[src/sv/assert_macros.svh]
// Assertion macros shared by the integrator RTL.
// Relies on clk and rst being visible at the point of use.
`ifndef ASSERT_MACROS_SVH
`define ASSERT_MACROS_SVH

// Same-cycle implication, checked on every rising edge outside reset.
`define ASSERT_IMPLIES(lbl, ante, cons, msg) \
  lbl: assert property (@(posedge clk) disable iff (rst) (ante) |-> (cons)) \
    else $error(msg);

// Next-cycle implication, checked on every rising edge outside reset.
`define ASSERT_NEXT(lbl, ante, cons, msg) \
  lbl: assert property (@(posedge clk) disable iff (rst) (ante) |=> (cons)) \
    else $error(msg);

`endif

[src/sv/sia_pkg.sv]
// Shared types, constants and helpers for the sampled integral accumulator.
// No dependencies; imported by sia_lane and the top level.
`default_nettype none

package sia_pkg;

  localparam int MAX_LANES = 4;
  localparam int LANES     = 4;

  localparam int VAL_W = 32;
  localparam int DT_W  = VAL_W + 1;
  localparam int SUM_W = 64;

  localparam logic [1:0] RULE_TRAP = 2'd0;
  localparam logic [1:0] RULE_FWD  = 2'd1;
  localparam logic [1:0] RULE_BWD  = 2'd2;
  localparam logic [1:0] RULE_OFF  = 2'd3;

  typedef struct packed {
    logic signed [VAL_W-1:0] time_stamp;
    logic signed [VAL_W-1:0] sample_0;
    logic signed [VAL_W-1:0] sample_1;
    logic signed [VAL_W-1:0] sample_2;
    logic signed [VAL_W-1:0] sample_3;
    logic                    last_sample;
  } sample_t;

  typedef struct packed {
    logic signed [SUM_W-1:0] integral_0;
    logic signed [SUM_W-1:0] integral_1;
    logic signed [SUM_W-1:0] integral_2;
    logic signed [SUM_W-1:0] integral_3;
  } result_t;

  // Per-cycle control broadcast from the top level to every lane.
  typedef struct packed {
    logic       load;   // sample transfer this cycle
    logic       step;   // pipeline advances
    logic       acc;    // stage B item commits to the accumulator
    logic       add;    // committing item carries an interval
    logic       clear;  // committing item ends the series
    logic [1:0] mode;
  } lane_ctrl_t;

  function automatic logic signed [SUM_W-1:0] sat_add(
    input logic signed [SUM_W-1:0] a,
    input logic signed [SUM_W-1:0] b
  );
    logic signed [SUM_W-1:0] s;
    logic signed [SUM_W-1:0] r;
    s = a + b;
    r = s;
    if (a[SUM_W-1] == b[SUM_W-1] && s[SUM_W-1] != a[SUM_W-1]) begin
      r = a[SUM_W-1] ? {1'b1, {(SUM_W-1){1'b0}}} : {1'b0, {(SUM_W-1){1'b1}}};
    end
    return r;
  endfunction

endpackage

`default_nettype wire

[src/sv/sia_lane.sv]
// One integration lane: value pick, dt * value product, saturating accumulator.
// Depends on sia_pkg for widths, rule codes, control struct and sat_add.
`default_nettype none

module sia_lane (
  input  wire logic                            clk,
  input  wire logic                            rst,
  input  wire sia_pkg::lane_ctrl_t             ctrl,
  input  wire logic signed [sia_pkg::VAL_W-1:0] cur,
  input  wire logic signed [sia_pkg::DT_W-1:0]  dt,
  output logic signed [sia_pkg::SUM_W-1:0]      sum_out
);
  import sia_pkg::*;

  logic signed [VAL_W-1:0]   prior_val;
  logic signed [VAL_W-1:0]   pick;
  logic signed [VAL_W-1:0]   pick_next;
  logic signed [VAL_W:0]     pair;
  logic signed [SUM_W:0]     prod_full;
  logic signed [SUM_W-1:0]   prod;
  logic signed [SUM_W-1:0]   sum;
  logic signed [SUM_W-1:0]   sum_next;

  // floor((left + right) / 2) is the 33-bit sum shifted right by one
  assign pair = {prior_val[VAL_W-1], prior_val} + {cur[VAL_W-1], cur};

  always_comb begin
    case (ctrl.mode)
      RULE_TRAP: pick_next = pair[VAL_W:1];
      RULE_FWD:  pick_next = prior_val;
      RULE_BWD:  pick_next = cur;
      default:   pick_next = cur;
    endcase
  end

  assign prod_full = dt * pick;

  always_comb begin
    sum_next = sum;
    if (ctrl.add) begin
      sum_next = sat_add(sum, prod);
    end
  end

  assign sum_out = sum_next;

  always_ff @(posedge clk) begin
    if (ctrl.load) begin
      prior_val <= cur;
    end
    if (ctrl.step) begin
      pick <= pick_next;
      prod <= prod_full[SUM_W-1:0];
    end
  end

  always_ff @(posedge clk) begin
    if (rst) begin
      sum <= '0;
    end else if (ctrl.acc) begin
      sum <= ctrl.clear ? '0 : sum_next;
    end
  end

endmodule

`default_nettype wire

[config.mk]
export PLATFORM = sky130hd
export DESIGN_NAME = sia_lane
export DESIGN_NICKNAME = d
export VERILOG_FILES = /design/src/sv/assert_macros.svh /design/src/sv/sia_pkg.sv /design/src/sv/sia_lane.sv
export SDC_FILE = /design/constraint.sdc
export NUM_CORES = 2
export LEC_CHECK = 0
export ABC_AREA = 1
export BUFFER_PORTS_ARGS = -buffer_cell sky130_fd_sc_hd__buf_2
export CORE_MARGIN = 2
export CORE_UTILIZATION = 24
export CTS_CLUSTER_SIZE = 30
export DETAILED_ROUTE_END_ITERATION = 7
export MAX_ROUTING_LAYER = met4
export PLACE_DENSITY = 0.34
export REMOVE_ABC_BUFFERS = 1
export SYNTH_ARGS = -nofsm -noshare
export SYNTH_HDL_FRONTEND = slang
export SYNTH_SLANG_ARGS = --single-unit
export TNS_END_PERCENT = 10
[constraint.sdc]
create_clock -name clk -period 13.7 [get_ports clk]
set_input_delay 0.685 -clock clk [delete_from_list [all_inputs] [get_ports clk]]
set_output_delay 0.685 -clock clk [all_outputs]
set_load 0.03 [all_outputs]
Word-level counts from Yosys, hierarchy flattened:

Cells that the tools add are included.

* memories kept: 0
* output and inout bits: 64
* latch bits: 0
* input port bits: 74
* RAM bits: 0
* bits in registers: 192
* memory bits (read-only): 0

* div/mod/pow operators: 0
* reductions and logical operators: 2
* add/sub/neg operators: 2
* bitwise gates (word level): 0
* shifts and indexed selects: 0
* mux-type cells: 5
* eq/ne operators: 3
* multipliers: 1
* magnitude comparators: 0

Operators by type and width (count)
* 64-bit 2-to-1 mux: 4
* 64-bit adder: 1
* 33-bit by 32-bit multiplier with 64-bit output: 1
* 32-bit one-hot mux with 2 select lines: 1
* 32-bit by 32-bit adder with 33-bit output: 1
* 2-bit by 1-bit == test with 1-bit output, second input constant: 1
* 2-bit logical NOT: 1
* 1-bit == test: 1
* 1-bit logical AND: 1
* 1-bit != test: 1

Longest topological paths before layout:

* word-level depth: 6
* mapped depth: 33
* mapped depth without buffers: 31

Least setup slack after synthesis:

Ideal clock, no wire load.

* kind: input to register
* start: in dt[32] (netlist bit)
* end: reg prod[60], data pin
* arrival: 7.595 ns
* cell stages on the path: 26
* path slack: 5.846 ns
* cell sequence: clkbuf_1 > clkbuf_1 > nand2_1 > inv_1 > fa_1 > fa_1 > fa_1 > inv_1 > fa_1 > inv_1 > fa_1 > fa_1 > inv_1 > fa_1 > inv_1 > fa_1 > ha_1 > a21oi_1 > inv_1 > a31oi_1 > o21ai_0 > nand3_1 > o211ai_1 > a21oi_1 > nand2_1 > xor2_1

* cells in the longest elaborated chain, start to end: 1

Ends and longest elaborated chain
* from (decl): RTL line sia_lane.sv:10 `input wire logic signed [sia_pkg::DT_W-1:0] dt,`
* 33-bit by 32-bit multiplier with 64-bit output: RTL line sia_lane.sv:36 `assign prod_full = dt * pick;`
* named net prod_full[60]: RTL line sia_lane.sv:19 `logic signed [SUM_W:0] prod_full;`
* to (signal assigned): RTL line sia_lane.sv:53 `prod <= prod_full[SUM_W-1:0];`
* to (decl): RTL line sia_lane.sv:20 `logic signed [SUM_W-1:0] prod;`

The timed path passes the listed nets, and every way through them passes these cells.
A chain may end at the register's enable or synchronous reset.

Worst setup path after layout:

* start: reg pick[2]
* end: reg prod[63], data pin

* cells in the longest elaborated chain, start to end: 1

Ends and longest elaborated chain
* from (decl): RTL line sia_lane.sv:16 `logic signed [VAL_W-1:0] pick;`
* from (signal assigned): RTL line sia_lane.sv:52 `pick <= pick_next;`
* 33-bit by 32-bit multiplier with 64-bit output: RTL line sia_lane.sv:36
* named net prod_full[63]: RTL line sia_lane.sv:19

The timed path passes the listed nets, and every way through them passes these cells.

==> qor.tcl <==
set qor(post-synth-top-area-cell) {sky130_fd_sc_hd__fa_1}
set qor(final.min_clock_period_ns) 8.42
set qor(num-fill-cells) 24616
set qor(clk_root_buffer_cell) {sky130_fd_sc_hd__clkbuf_16}
set qor(final_nets) 8421
set qor(cts_max_level) 4
set qor(timing.fmax_mhz) 119
set qor(finalHoldWorstSlack_ns) 0.329
set qor(drt.antenna.violating_nets) 0
set qor(cts_num_sinks) 192
set qor(dr.pass1.iters) 6
set qor(detail_route.wl_per_cell_um) 19.2
set qor(design.portCount) 138
set qor(yosysTopAreaCellShare_pct) 41.4
set qor(setup_slack_ns) 5.28
set qor(rr_worst_depth) 24
set qor(drv_cap) 0
set qor(maximum_root_to_sink_buffer_count) 2
set qor(dr.first_iter.drc_count) 2059
set qor(worst_setup_hold_path_clk_slew_ns) 0.09
set qor(width_of_the_chip_um) 476
set qor(placed_cells) 9919
set qor(synth.avg_cell_area_sq_um) 7.62
set qor(gp_congestion) 0.880
set qor(timing.critical_path.slowest_stage_cell) {sky130_fd_sc_hd__fa_1}
set qor(count_of_non_filler_cells_in_the_finished_layout) 9956
set qor(timing.critical_path.cells) {buf_4 -> nand2_1 -> inv_1 -> fa_1 -> fa_1 -> fa_1 -> inv_1 -> fa_1 -> inv_1 -> fa_1 -> fa_1 -> inv_1 -> fa_1 -> fa_1 -> inv_1 -> ha_1 -> a21oi_1 -> inv_1 -> a21oi_1 -> o21ai_0 -> a21oi_1 -> o21ai_0 -> a21oi_1 -> xnor2_1}
set qor(synth-warning-count) 0
set qor(io_buffers) 137
set qor(core-area_sq_mm) 0.222
set qor(floorplan.rows) 173
set qor(timing.max_slew.rel_slack_pct) 28.8
set qor(synthTopCellsByArea) {sky130_fd_sc_hd__fa_1 41%, sky130_fd_sc_hd__nand2_1 15%, sky130_fd_sc_hd__inv_1 13%}
set qor(synthesis.instances) 7012
set qor(crit_path_max_incr_delay_ns) 0.90
set qor(clock_insertion_delay_worst_skew_ns) 0.56
set qor(first_global_vias) 46544
set qor(end_kind) {flop}
set qor(initial_core_utilization_pct) 24.1
set qor(most_frequently_used_cell_type_in_the_post_synthesis_netlist) {sky130_fd_sc_hd__nand2_1}
set qor(globalRouteOverflowTotal) 0
set qor(fin_worst_skew_ns) 0.0236
set qor(tritoncts) {done}
set qor(post-route-period-util_pct) 61.5
set qor(report.final.hold_viol_count) 0
set qor(synth_enable_flop_cells) 128
set qor(die_height_um) 476
set qor(cts.repair.resized) 0
set qor(outcome) {completed}
set qor(post_synth_instance_area_sq_mm) 0.0534
set qor(hold_path_class) {in -> reg}
set qor(cts_hold_buf) 0
set qor(worstPathArrival_ns) 8.72
set qor(grt_start_max_net_pins) 66
set qor(worst_ep_required_time_ns) 14.00
set qor(die_area_sq_mm) 0.226
set qor(dominantRegCellSynth) {sky130_fd_sc_hd__edfxtp_1}
set qor(ys_seq_area_share_pct) 9.59
set qor(report.final.setup_viol) 0
set qor(post_cts.repair.setup_buffers) 0
set qor(routed-via-count) 42185
set qor(worst_margin_pin_slew_ns) 1.07
set qor(hold_path.startpoint) {cur[0]}
set qor(synthTopCellsByCount) {2093 x sky130_fd_sc_hd__nand2_1, 1908 x sky130_fd_sc_hd__inv_1, 1106 x sky130_fd_sc_hd__fa_1}
set qor(rrSetupSlack_ns) 5.28
set qor(grt_antenna_before_repair) 8
set qor(grt.total_usage_pct) 18.0
set qor(setup-tns-final_ns) 0
set qor(place_hpwl_mm) 158
set qor(cts-buffers-inserted) 17
set qor(fraction_of_final_layout_cells_with_drive_strength_greater_than_1_pct) 5.98
set qor(critical_path.reg2reg.startpoint) {pick[2]$_DFFE_PP_}
set qor(viasPerCell) 4.24
set qor(drc) 0
set qor(wl_mm) 192
set qor(syn_to_final_growth_pct) 8.48
set qor(worst_r2r_endpoint) {prod[63]$_DFFE_PP_}
set qor(hold-path-cell-count) 1
set qor(criticalPathCategory) {reg -> reg}
set qor(grt_first_pass_wirelength_mm) 296
set qor(timing.critical_path.fanout_max) 33
set qor(synth_seq_cells) 192
set qor(grt_setup_unrepaired) {no}
set qor(worst_hold_path.endpoint) {prior_val[0]$_DFFE_PP_}
set qor(critical-path-top-cell-by-count) {sky130_fd_sc_hd__fa_1}
set qor(placement.setup.worst_slack_ns) 4.75
set qor(timing.critical_path.from_type) {flop}
set qor(post_synth_num_cell_types) 53
set qor(timing_max_transition_violations_final) 0
set qor(synth_async_sr_flop_share_pct) 0
==> cell usage in the layout, fill, tap and decap left out, types with 5 or more instances in the layout <==
cell,Yosys,layout
sky130_fd_sc_hd__o21ai_1,13,13
sky130_fd_sc_hd__and3_1,14,14
sky130_fd_sc_hd__nor2_1,196,195
sky130_fd_sc_hd__nor3_1,26,26
sky130_fd_sc_hd__nor2_2,38,38
sky130_fd_sc_hd__buf_2,9,136
sky130_fd_sc_hd__buf_4,1,70
sky130_fd_sc_hd__xor2_1,60,60
sky130_fd_sc_hd__a21o_1,15,15
sky130_fd_sc_hd__inv_1,1908,1905
sky130_fd_sc_hd__nand2_2,71,71
sky130_fd_sc_hd__nand3_2,9,9
sky130_fd_sc_hd__edfxtp_1,128,128
sky130_fd_sc_hd__dfxtp_1,64,64
sky130_fd_sc_hd__nor4_1,8,8
sky130_fd_sc_hd__nand2_1,2093,2093
sky130_fd_sc_hd__inv_2,9,12
sky130_fd_sc_hd__nor2_4,7,8
sky130_fd_sc_hd__or2_2,9,9
sky130_fd_sc_hd__o21ai_0,103,103
sky130_fd_sc_hd__a21oi_1,227,227
sky130_fd_sc_hd__nand4_1,25,25
sky130_fd_sc_hd__a22o_1,8,8
sky130_fd_sc_hd__clkbuf_16,0,17
sky130_fd_sc_hd__fa_1,1106,1106
sky130_fd_sc_hd__nor3_2,6,6
sky130_fd_sc_hd__diode_2,0,5
sky130_fd_sc_hd__clkinv_1,5,5
sky130_fd_sc_hd__xnor2_1,34,34
sky130_fd_sc_hd__o211ai_1,10,10
sky130_fd_sc_hd__a31oi_1,29,29
sky130_fd_sc_hd__o21bai_1,28,28
sky130_fd_sc_hd__ha_1,278,278
sky130_fd_sc_hd__nand3_1,163,163
sky130_fd_sc_hd__a21oi_2,16,16
sky130_fd_sc_hd__nand3b_1,7,7
==> worst max-delay path by stage <==
stage	end	cells after the start	from	slack [ns]
2_1_floorplan	prod[60]$_DFFE_PP_	24	pick[2]$_DFFE_PP_	6.11
3_3_place_gp	prod[63]$_DFFE_PP_	25	dt[32]	4.85
3_5_place_dp	prod[58]$_DFFE_PP_	23	dt[32]	4.75
4_1_cts	prod[58]$_DFFE_PP_	22	pick[2]$_DFFE_PP_	5.12
5_1_grt	prod[58]$_DFFE_PP_	22	pick[2]$_DFFE_PP_	4.68
6_report	prod[63]$_DFFE_PP_	24	pick[2]$_DFFE_PP_	5.28
==> layer usage <==
metal	global-route usage, %	share of wire (%)	vias up
li1	-	-	20075
met3	1.96	3.3	125
met2	28.4	45	659
met5	-	0	-
met1	25.2	50	21326
met4	2.65	1.3	0
==> sequential cells by signal, summed over array words and instances (netlist names) <==
name,flops
pick,32
prior_val,32
prod,64
sum,64
==> cell families after synthesis <==
logic type,Yosys count,share of synthesized area (%)
adder cells (fa/ha/maj),1384,47.9
flip-flops,192,9.59
XOR/XNOR,94,1.54
AND/OR/NAND/NOR,2679,20.5
AO/OA/AOI/OAI,467,4.99
buffers and inverters,2196,15.5
==> through the flow <==
| step | utilization, % | cell area, sq um |
|---|---|---|
| global placement | 25.8 | 57300 |
| global route | 26.1 | 58000 |
| detailed placement | 25.8 | 57300 |
| floorplan | - | 52400 |
| CTS | 26.1 | 57900 |
| finish | 26.1 | 58000 |
==> area by class of cell <==
cell class / instances / area, sq um / area share, %
clock inverters: 15 / 206 / 0.356
well taps: 2975 / 3720 / 6.42
repair buffers: 206 / 1210 / 2.08
inverters: 1922 / 7210 / 12.4
flip-flops and latches: 192 / 5120 / 8.84
clock buffers: 17 / 425 / 0.734
multi-input cells: 4624 / 40000 / 69.1
diodes: 5 / 12.5 / 0.0216
==> worst max-delay path: cells and delay by family, from the launching register on <==
kind	cells	cell delay (ns)
adders and majority gates	9	5.17
buffers and inverters	7	1.31
AOI/OAI and AO/OA	6	1.01
DFF	1	0.34
and+or+nand+nor	1	0.16
xor gates and xnor gates	1	0.09
Power is not shown: default switching activity piles up to over one toggle a cycle in this logic, so the estimate is an artifact.
